File: src/hw/rtl/sm4c_pkg.sv
package sm4c_pkg;

  typedef logic [31:0] word_t;

  localparam int unsigned Rounds = 32;
  localparam int unsigned RndW   = $clog2(Rounds);

  // system parameter FK
  localparam word_t FK0 = 32'ha3b1bac6;
  localparam word_t FK1 = 32'h56aa3350;
  localparam word_t FK2 = 32'h677d9197;
  localparam word_t FK3 = 32'hb27022dc;

  // configuration register indexes
  localparam logic [1:0] REG_KEY_HI = 2'd0;
  localparam logic [1:0] REG_KEY_LO = 2'd1;
  localparam logic [1:0] REG_IV_HI  = 2'd2;
  localparam logic [1:0] REG_IV_LO  = 2'd3;

  // write request into the round key store
  typedef struct packed {
    logic            en;
    logic [RndW-1:0] addr;
    word_t           data;
  } key_wr_t;

  localparam logic [7:0] SBOX [256] = '{
    8'hd6,8'h90,8'he9,8'hfe,8'hcc,8'he1,8'h3d,8'hb7,8'h16,8'hb6,8'h14,8'hc2,8'h28,8'hfb,8'h2c,8'h05,
    8'h2b,8'h67,8'h9a,8'h76,8'h2a,8'hbe,8'h04,8'hc3,8'haa,8'h44,8'h13,8'h26,8'h49,8'h86,8'h06,8'h99,
    8'h9c,8'h42,8'h50,8'hf4,8'h91,8'hef,8'h98,8'h7a,8'h33,8'h54,8'h0b,8'h43,8'hed,8'hcf,8'hac,8'h62,
    8'he4,8'hb3,8'h1c,8'ha9,8'hc9,8'h08,8'he8,8'h95,8'h80,8'hdf,8'h94,8'hfa,8'h75,8'h8f,8'h3f,8'ha6,
    8'h47,8'h07,8'ha7,8'hfc,8'hf3,8'h73,8'h17,8'hba,8'h83,8'h59,8'h3c,8'h19,8'he6,8'h85,8'h4f,8'ha8,
    8'h68,8'h6b,8'h81,8'hb2,8'h71,8'h64,8'hda,8'h8b,8'hf8,8'heb,8'h0f,8'h4b,8'h70,8'h56,8'h9d,8'h35,
    8'h1e,8'h24,8'h0e,8'h5e,8'h63,8'h58,8'hd1,8'ha2,8'h25,8'h22,8'h7c,8'h3b,8'h01,8'h21,8'h78,8'h87,
    8'hd4,8'h00,8'h46,8'h57,8'h9f,8'hd3,8'h27,8'h52,8'h4c,8'h36,8'h02,8'he7,8'ha0,8'hc4,8'hc8,8'h9e,
    8'hea,8'hbf,8'h8a,8'hd2,8'h40,8'hc7,8'h38,8'hb5,8'ha3,8'hf7,8'hf2,8'hce,8'hf9,8'h61,8'h15,8'ha1,
    8'he0,8'hae,8'h5d,8'ha4,8'h9b,8'h34,8'h1a,8'h55,8'had,8'h93,8'h32,8'h30,8'hf5,8'h8c,8'hb1,8'he3,
    8'h1d,8'hf6,8'he2,8'h2e,8'h82,8'h66,8'hca,8'h60,8'hc0,8'h29,8'h23,8'hab,8'h0d,8'h53,8'h4e,8'h6f,
    8'hd5,8'hdb,8'h37,8'h45,8'hde,8'hfd,8'h8e,8'h2f,8'h03,8'hff,8'h6a,8'h72,8'h6d,8'h6c,8'h5b,8'h51,
    8'h8d,8'h1b,8'haf,8'h92,8'hbb,8'hdd,8'hbc,8'h7f,8'h11,8'hd9,8'h5c,8'h41,8'h1f,8'h10,8'h5a,8'hd8,
    8'h0a,8'hc1,8'h31,8'h88,8'ha5,8'hcd,8'h7b,8'hbd,8'h2d,8'h74,8'hd0,8'h12,8'hb8,8'he5,8'hb4,8'hb0,
    8'h89,8'h69,8'h97,8'h4a,8'h0c,8'h96,8'h77,8'h7e,8'h65,8'hb9,8'hf1,8'h09,8'hc5,8'h6e,8'hc6,8'h84,
    8'h18,8'hf0,8'h7d,8'hec,8'h3a,8'hdc,8'h4d,8'h20,8'h79,8'hee,8'h5f,8'h3e,8'hd7,8'hcb,8'h39,8'h48
  };

  // nonlinear byte substitution on a whole word
  function automatic word_t tau(input word_t v);
    word_t r;
    r = {SBOX[v[31:24]], SBOX[v[23:16]], SBOX[v[15:8]], SBOX[v[7:0]]};
    return r;
  endfunction

  // CK constant: byte j from the top is (4*i + j) * 7 mod 256
  function automatic word_t ck_word(input logic [RndW-1:0] i);
    word_t      w;
    logic [7:0] idx;
    for (int j = 0; j < 4; j++) begin
      idx = {1'b0, i, 2'(j)};
      w[31-8*j -: 8] = 8'(idx * 8'd7);
    end
    return w;
  endfunction

endpackage

File: src/hw/rtl/sm4c_round.sv
// One SM4 round, shared by key expansion (L') and encryption (L).
module sm4c_round (
  input  sm4c_pkg::word_t [3:0]           words,
  input  sm4c_pkg::word_t                 rkey,
  input  logic [sm4c_pkg::RndW-1:0]       rnd,
  input  logic                            key_mode,
  output sm4c_pkg::word_t                 new_word
);
  import sm4c_pkg::*;

  word_t t_in;
  word_t b;
  word_t lin;

  assign t_in = words[1] ^ words[2] ^ words[3] ^ (key_mode ? ck_word(rnd) : rkey);
  assign b    = tau(t_in);

  always_comb begin
    if (key_mode) begin
      lin = b ^ {b[18:0], b[31:19]} ^ {b[8:0], b[31:9]};
    end else begin
      lin = b ^ {b[29:0], b[31:30]} ^ {b[21:0], b[31:22]}
              ^ {b[13:0], b[31:14]} ^ {b[7:0], b[31:8]};
    end
  end

  assign new_word = words[0] ^ lin;

endmodule

File: src/hw/rtl/sm4c_key_mem.sv
// Round key store, one write port, registered read.
module sm4c_key_mem (
  input  logic                       clk,
  input  sm4c_pkg::key_wr_t          wr,
  input  logic [sm4c_pkg::RndW-1:0]  rd_addr,
  output sm4c_pkg::word_t            rd_data
);
  import sm4c_pkg::*;

  word_t mem [Rounds];

  always_ff @(posedge clk) begin
    if (wr.en) begin
      mem[wr.addr] <= wr.data;
    end
    rd_data <= mem[rd_addr];
  end

endmodule

File: src/hw/rtl/sm4_cbc_encryptor.sv
// Channel  Dir  Handshake          Payload
// s_*      in   s_tvalid/s_tready  tdata = plain_hi, plain_lo; tuser = first_block
// m_*      out  m_tvalid/m_tready  tdata = cipher_hi, cipher_lo
// cfg_*    in   cfg_valid/cfg_ready index 0..3 = key_hi, key_lo, iv_hi, iv_lo
//
// An item is accepted, runs 32 rounds in the shared round unit, then loads the
// output register. A first_block item first runs key expansion through the same
// round unit. s_tready is low while busy.
// rst is synchronous and clears the sequencer, output valid and chaining value.
// A result waiting on m_tready does not block the next item; only a second
// result finishing before the first is taken stalls in the last state.
module sm4_cbc_encryptor (
  input  logic         clk,
  input  logic         rst,
  // plaintext stream
  input  logic         s_tvalid,
  output logic         s_tready,
  input  logic [127:0] s_tdata,   // [63:0] plain_hi, [127:64] plain_lo
  input  logic         s_tuser,   // [0] first_block
  // ciphertext stream
  output logic         m_tvalid,
  input  logic         m_tready,
  output logic [127:0] m_tdata,   // [63:0] cipher_hi, [127:64] cipher_lo
  // register writes
  input  logic         cfg_valid,
  output logic         cfg_ready,
  input  logic [1:0]   cfg_index,
  input  logic [63:0]  cfg_data
);
  import sm4c_pkg::*;

  typedef enum logic [3:0] {
    S_IDLE = 4'b0001,
    S_KEY  = 4'b0010,
    S_ENC  = 4'b0100,
    S_DONE = 4'b1000
  } state_t;

  state_t          state;
  logic [RndW-1:0] cnt;
  word_t [3:0]     w;        // w[0] is the oldest word of the round window
  logic [127:0]    blk;      // whitened block parked during key expansion
  logic [127:0]    chain;    // {hi, lo}
  logic [63:0]     key_hi, key_lo, iv_hi, iv_lo;

  logic            in_fire;
  logic            out_free;
  logic [127:0]    pt;
  logic [127:0]    cipher;
  word_t           rk_q;
  word_t           nw;
  logic [RndW-1:0] rd_addr;
  key_wr_t         kw;

  assign in_fire   = s_tvalid && s_tready;
  assign s_tready  = (state == S_IDLE);
  assign cfg_ready = 1'b1;
  assign out_free  = !m_tvalid || m_tready;
  assign pt        = {s_tdata[63:0], s_tdata[127:64]};
  // final word reversal
  assign cipher    = {w[3], w[2], w[1], w[0]};

  // config registers; key and IV are only sampled when a first block is accepted
  always_ff @(posedge clk) begin
    if (rst) begin
      key_hi <= '0;
      key_lo <= '0;
      iv_hi  <= '0;
      iv_lo  <= '0;
    end else if (cfg_valid) begin
      case (cfg_index)
        REG_KEY_HI: key_hi <= cfg_data;
        REG_KEY_LO: key_lo <= cfg_data;
        REG_IV_HI:  iv_hi  <= cfg_data;
        REG_IV_LO:  iv_lo  <= cfg_data;
        default:    ;
      endcase
    end
  end

  sm4c_round u_round (
    .words    (w),
    .rkey     (rk_q),
    .rnd      (cnt),
    .key_mode (state == S_KEY),
    .new_word (nw)
  );

  // during encryption rounds fetch the key for the next round; otherwise prefetch key 0
  assign rd_addr = (state == S_ENC) ? cnt + 1'b1 : '0;

  assign kw.en   = (state == S_KEY);
  assign kw.addr = cnt;
  assign kw.data = nw;

  sm4c_key_mem u_key_mem (
    .clk     (clk),
    .wr      (kw),
    .rd_addr (rd_addr),
    .rd_data (rk_q)
  );

  // sequencer
  always_ff @(posedge clk) begin
    if (rst) begin
      state <= S_IDLE;
      cnt   <= '0;
    end else begin
      case (state)
        S_IDLE: begin
          cnt <= '0;
          if (in_fire) begin
            state <= s_tuser ? S_KEY : S_ENC;
          end
        end
        S_KEY: begin
          cnt <= cnt + 1'b1;
          if (cnt == RndW'(Rounds - 1)) begin
            state <= S_ENC;
          end
        end
        S_ENC: begin
          cnt <= cnt + 1'b1;
          if (cnt == RndW'(Rounds - 1)) begin
            state <= S_DONE;
          end
        end
        S_DONE: begin
          if (out_free) begin
            state <= S_IDLE;
          end
        end
        default: state <= S_IDLE;
      endcase
    end
  end

  // round window and parked block
  always_ff @(posedge clk) begin
    case (state)
      S_IDLE: begin
        if (in_fire) begin
          if (s_tuser) begin
            w   <= {key_lo[31:0] ^ FK3, key_lo[63:32] ^ FK2,
                    key_hi[31:0] ^ FK1, key_hi[63:32] ^ FK0};
            blk <= pt ^ {iv_hi, iv_lo};
          end else begin
            w   <= {pt[31:0] ^ chain[31:0], pt[63:32] ^ chain[63:32],
                    pt[95:64] ^ chain[95:64], pt[127:96] ^ chain[127:96]};
          end
        end
      end
      S_KEY: begin
        if (cnt == RndW'(Rounds - 1)) begin
          w <= {blk[31:0], blk[63:32], blk[95:64], blk[127:96]};
        end else begin
          w <= {nw, w[3], w[2], w[1]};
        end
      end
      S_ENC: begin
        w <= {nw, w[3], w[2], w[1]};
      end
      default: ;
    endcase
  end

  // output register and chaining value
  always_ff @(posedge clk) begin
    if (rst) begin
      m_tvalid <= 1'b0;
      chain    <= '0;
    end else if (state == S_DONE && out_free) begin
      m_tvalid <= 1'b1;
      chain    <= cipher;
    end else if (m_tready) begin
      m_tvalid <= 1'b0;
    end
  end

  always_ff @(posedge clk) begin
    if (state == S_DONE && out_free) begin
      m_tdata <= {cipher[63:0], cipher[127:64]};
    end
  end

endmodule
File: config.mk
export PLATFORM = sky130hd
export DESIGN_NAME = sm4_cbc_encryptor
export DESIGN_NICKNAME = d
export VERILOG_FILES = /design/src/hw/rtl/sm4c_pkg.sv /design/src/hw/rtl/sm4c_round.sv /design/src/hw/rtl/sm4c_key_mem.sv /design/src/hw/rtl/sm4_cbc_encryptor.sv
export SDC_FILE = /design/constraint.sdc
export NUM_CORES = 2
export LEC_CHECK = 0
export ABC_AREA = 1
export ABC_CLOCK_PERIOD_IN_PS = 13250
export BUFFER_PORTS_ARGS = -buffer_cell sky130_fd_sc_hd__buf_2
export CORE_ASPECT_RATIO = 0.7
export CORE_UTILIZATION = 40
export CTS_BUF_LIST = sky130_fd_sc_hd__clkbuf_4
export DETAILED_ROUTE_END_ITERATION = 10
export MAX_ROUTING_LAYER = met4
export PLACE_DENSITY_LB_ADDON = 0.3
export SYNTH_ARGS = -nofsm -noshare
export SYNTH_HDL_FRONTEND = slang
export SYNTH_SLANG_ARGS = --single-unit
File: constraint.sdc
create_clock -name clk -period 13.25 [get_ports clk]
set_input_delay 2.65 -clock clk [delete_from_list [all_inputs] [get_ports clk]]
set_output_delay 2.65 -clock clk [all_outputs]
set_load 0.01 [all_outputs]
==> results.ini <==
[floorplanning]
row_count = 146
pin_count = 331
die_h_um = 401
dieWidth_um = 572
dieArea_um2 = 230000
start_util = 0.402
core_um2 = 226000

[clock_network]
clock_latency_ns = 1.32
root_buffer = clkbuf_4
clk_pin_slew_ns = 0.07
clock_sinks = 1834
cts_setup_buffers = 0
cts_buffers = 442
cts_tree = done
holdBufCountCts = 0
post_cts_resize_count = 0
clock_path_buffers = 4
h-tree-depth = 5

[global_route]
grt_max_degree = 218
grt_pass1_wl_mm = 557
first_global_vias = 75273
gr-total-overflow = 0
antenna_found_initial = 61
grt_use_total = 0.344

[sta]
worst_slew_pin_slew_ns = 1.36
relSlewSlack = 0.0917
setup_viol = 0
rsz0062_at_grt = false
hold_viol = 0
clock.fmax_mhz = 134
drv_slew = 0
period_share = 0.563
finalCriticalPeriod_ns = 7.46
clock_skew_ns = 0.150
setup_tns_ns = 0

[critical_path]
cp-end-kind = register
r2r-start = cnt[0]
critPathLaunchType = register
worstPathMaxFanout = 109
crit_arrival_ns = 8.33
critical_path_required_ns = 14.12
critPathKind = reg2reg
cp-startpoint = cnt[0]

[synthesis]
synth_flop_cell = edfxtp_1
yosysSeqAreaShare = 0.558
synth_cell_types = 53
synth_fp_nets = 10440
syn_inst = 10179
netlist_area_um2 = 91000
synthArstFlopShare = 0
ys_seq_elements = 1834
synth_enable_flop_cells = 1408
yosysWarnings = 0
synth.avg_cell_area_um2 = 8.94

[final_layout]
drive_above_1_share = 0.132
synthToLayoutAreaGrowth_pct = 11.3
fin_nets = 10703
nFillCells = 22131

[worst_hold_path]
hp-class = reg2reg
min-delay-start = iv_hi[45]

[place]
place_hpwl_mm = 255
gp_congestion = 1.06
port_buffers = 329

[flow_run]
max-cap-violations = 0

[detailed_routing]
dr.pass1.iters = 8
vias = 82920
wl_per_cell_um = 28.6
routed_via_density = 5.96
wl_mm = 397
ant_nets = 0
drc = 0
drt-initial-drc-count = 12602

[outcome]
status = finished, final reports clean

[cell usage in the layout, fill, tap and decap left out, types with 9 or more instances in the layout]
cell type and instances:
a211oi_1 63, a21oi_1 564, a221o_1 17, a311oi_1 73, a31oi_1 25, a32oi_1 14
and2_1 13, buf_12 9, buf_2 328, buf_4 136, clkbuf_4 680, clkinv_1 86
clkinv_2 24, dfxtp_1 426, diode_2 67, edfxtp_1 1408, ha_1 53, inv_1 488
inv_2 45, nand2_1 2644, nand2_2 85, nand3_1 1530, nand3_2 10, nand3b_1 13
nand4_1 19, nor2_1 515, nor2_4 42, o211ai_1 114, o21ai_0 664, o21ai_1 24
o221ai_1 56, o22ai_1 237, o31ai_1 27, o32ai_1 9, or2_2 10, xnor2_1 42
xor2_1 224
[logic make-up after synthesis]
group	Yosys count	synth area share
AO/OA/AOI/OAI	1901	0.121
XOR/XNOR	275	0.0269
adder cells (fa/ha/maj)	61	0.00896
buffers and inverters	1192	0.0542
flip-flops	1834	0.558
multiplexers	8	0.000880
other	1	0.0000412
AND/OR/NAND/NOR	4907	0.229
[flip-flops by register name (all words and copies together), names as in the netlist, 5 cells and up]
name	flops
iv_lo	64
chain	128
u_key_mem.mem	1024
key_lo	64
m_tdata	128
u_key_mem.rd_data	32
blk	128
key_hi	64
cipher	128
iv_hi	64
cnt	5
[routing by layer]
layer  vias up  global-route usage  share of wire
li1      36397                   -              -
met1     40497               0.505           0.43
met2      5385               0.459           0.41
met3       641              0.0891           0.13
met4         0               0.105          0.031
met5         -                   -              0
[Yosys cell counts, types with 17 or more instances]
master / instances / share of area
inv_2: 41 / 0.0017
nand2_1: 2651 / 0.11
edfxtp_1: 1408 / 0.46
o211ai_1: 114 / 0.0094
dfxtp_1: 426 / 0.094
ha_1: 54 / 0.0074
o221ai_1: 56 / 0.0054
nor2_1: 554 / 0.023
a21oi_1: 564 / 0.031
buf_2: 109 / 0.0060
a31oi_1: 25 / 0.0017
o31ai_1: 27 / 0.0022
o21ai_0: 664 / 0.037
xor2_1: 226 / 0.022
o21ai_1: 24 / 0.0013
clkbuf_1: 448 / 0.018
xnor2_1: 44 / 0.0042
buf_6: 21 / 0.0026
buf_1: 34 / 0.0014
buf_4: 43 / 0.0035
nand3_1: 1534 / 0.084
inv_1: 492 / 0.020
a311oi_1: 73 / 0.0070
o22ai_1: 237 / 0.016
a211oi_1: 63 / 0.0052
nand4_1: 19 / 0.0013
nand2_2: 79 / 0.0054
a221o_1: 17 / 0.0019
[metrics by stage]
stage                      util  hold WS [ns]  worst slack, ns  instances  area [um2]
after floorplan               -         0.426             5.75      10179       91000
after global placement    0.421         0.436             6.04      13032       95200
after detailed placement  0.421         0.446             6.03      13032       95200
after CTS                 0.447         0.458             5.96      13842      101000
after global routing      0.448         0.472             5.39      13883      101000
final                     0.448         0.457             5.79      13909      101000
[final timing paths]
path	depth (start not counted)	slack, ns	end
worst max-delay path	24	5.79	u_key_mem.mem[19][27]
worst min register to register	2	0.46	iv_hi[45]
worst max register to register	24	5.79	u_key_mem.mem[19][27]
worst min-delay path	2	0.46	iv_hi[45]
[cell type report]
type                    count  area, um2  area share
flip-flops and latches   1834      50800       0.502
diodes                     67        168     0.00166
clock buffers             680       5100      0.0504
inverters                 537       2060      0.0203
well taps                3034       3800      0.0375
repair buffers            474       2850      0.0282
clock inverters           130        776     0.00766
multi-input cells        7153      35700       0.353
[critical path, cell delays in order, from the launching register on]
cell and delay, ns:
dfxtp_1 0.36, inv_8 0.48, ha_1 0.49, xnor2_1 0.38, nand2_2 0.32, nand2_1 0.16, nand2_2 0.09, nand2_4 0.29
buf_4 0.62, nor2_1 0.17, nor2_1 0.66, nand3_1 0.29, nand3_1 0.14, nand3_1 0.11, nand3_2 0.15, nand2_2 0.25
inv_2 0.32, nand2_1 0.11, nand2_1 0.27, nand2_1 0.09, nand3_1 0.09, nand3_1 0.10, nand2_1 0.09, nand2_1 0.06
nand2_1 0.86
Power is left out: the tool's default activity adds up to more than one toggle a clock period on the data nets, which glitch-free logic cannot reach.
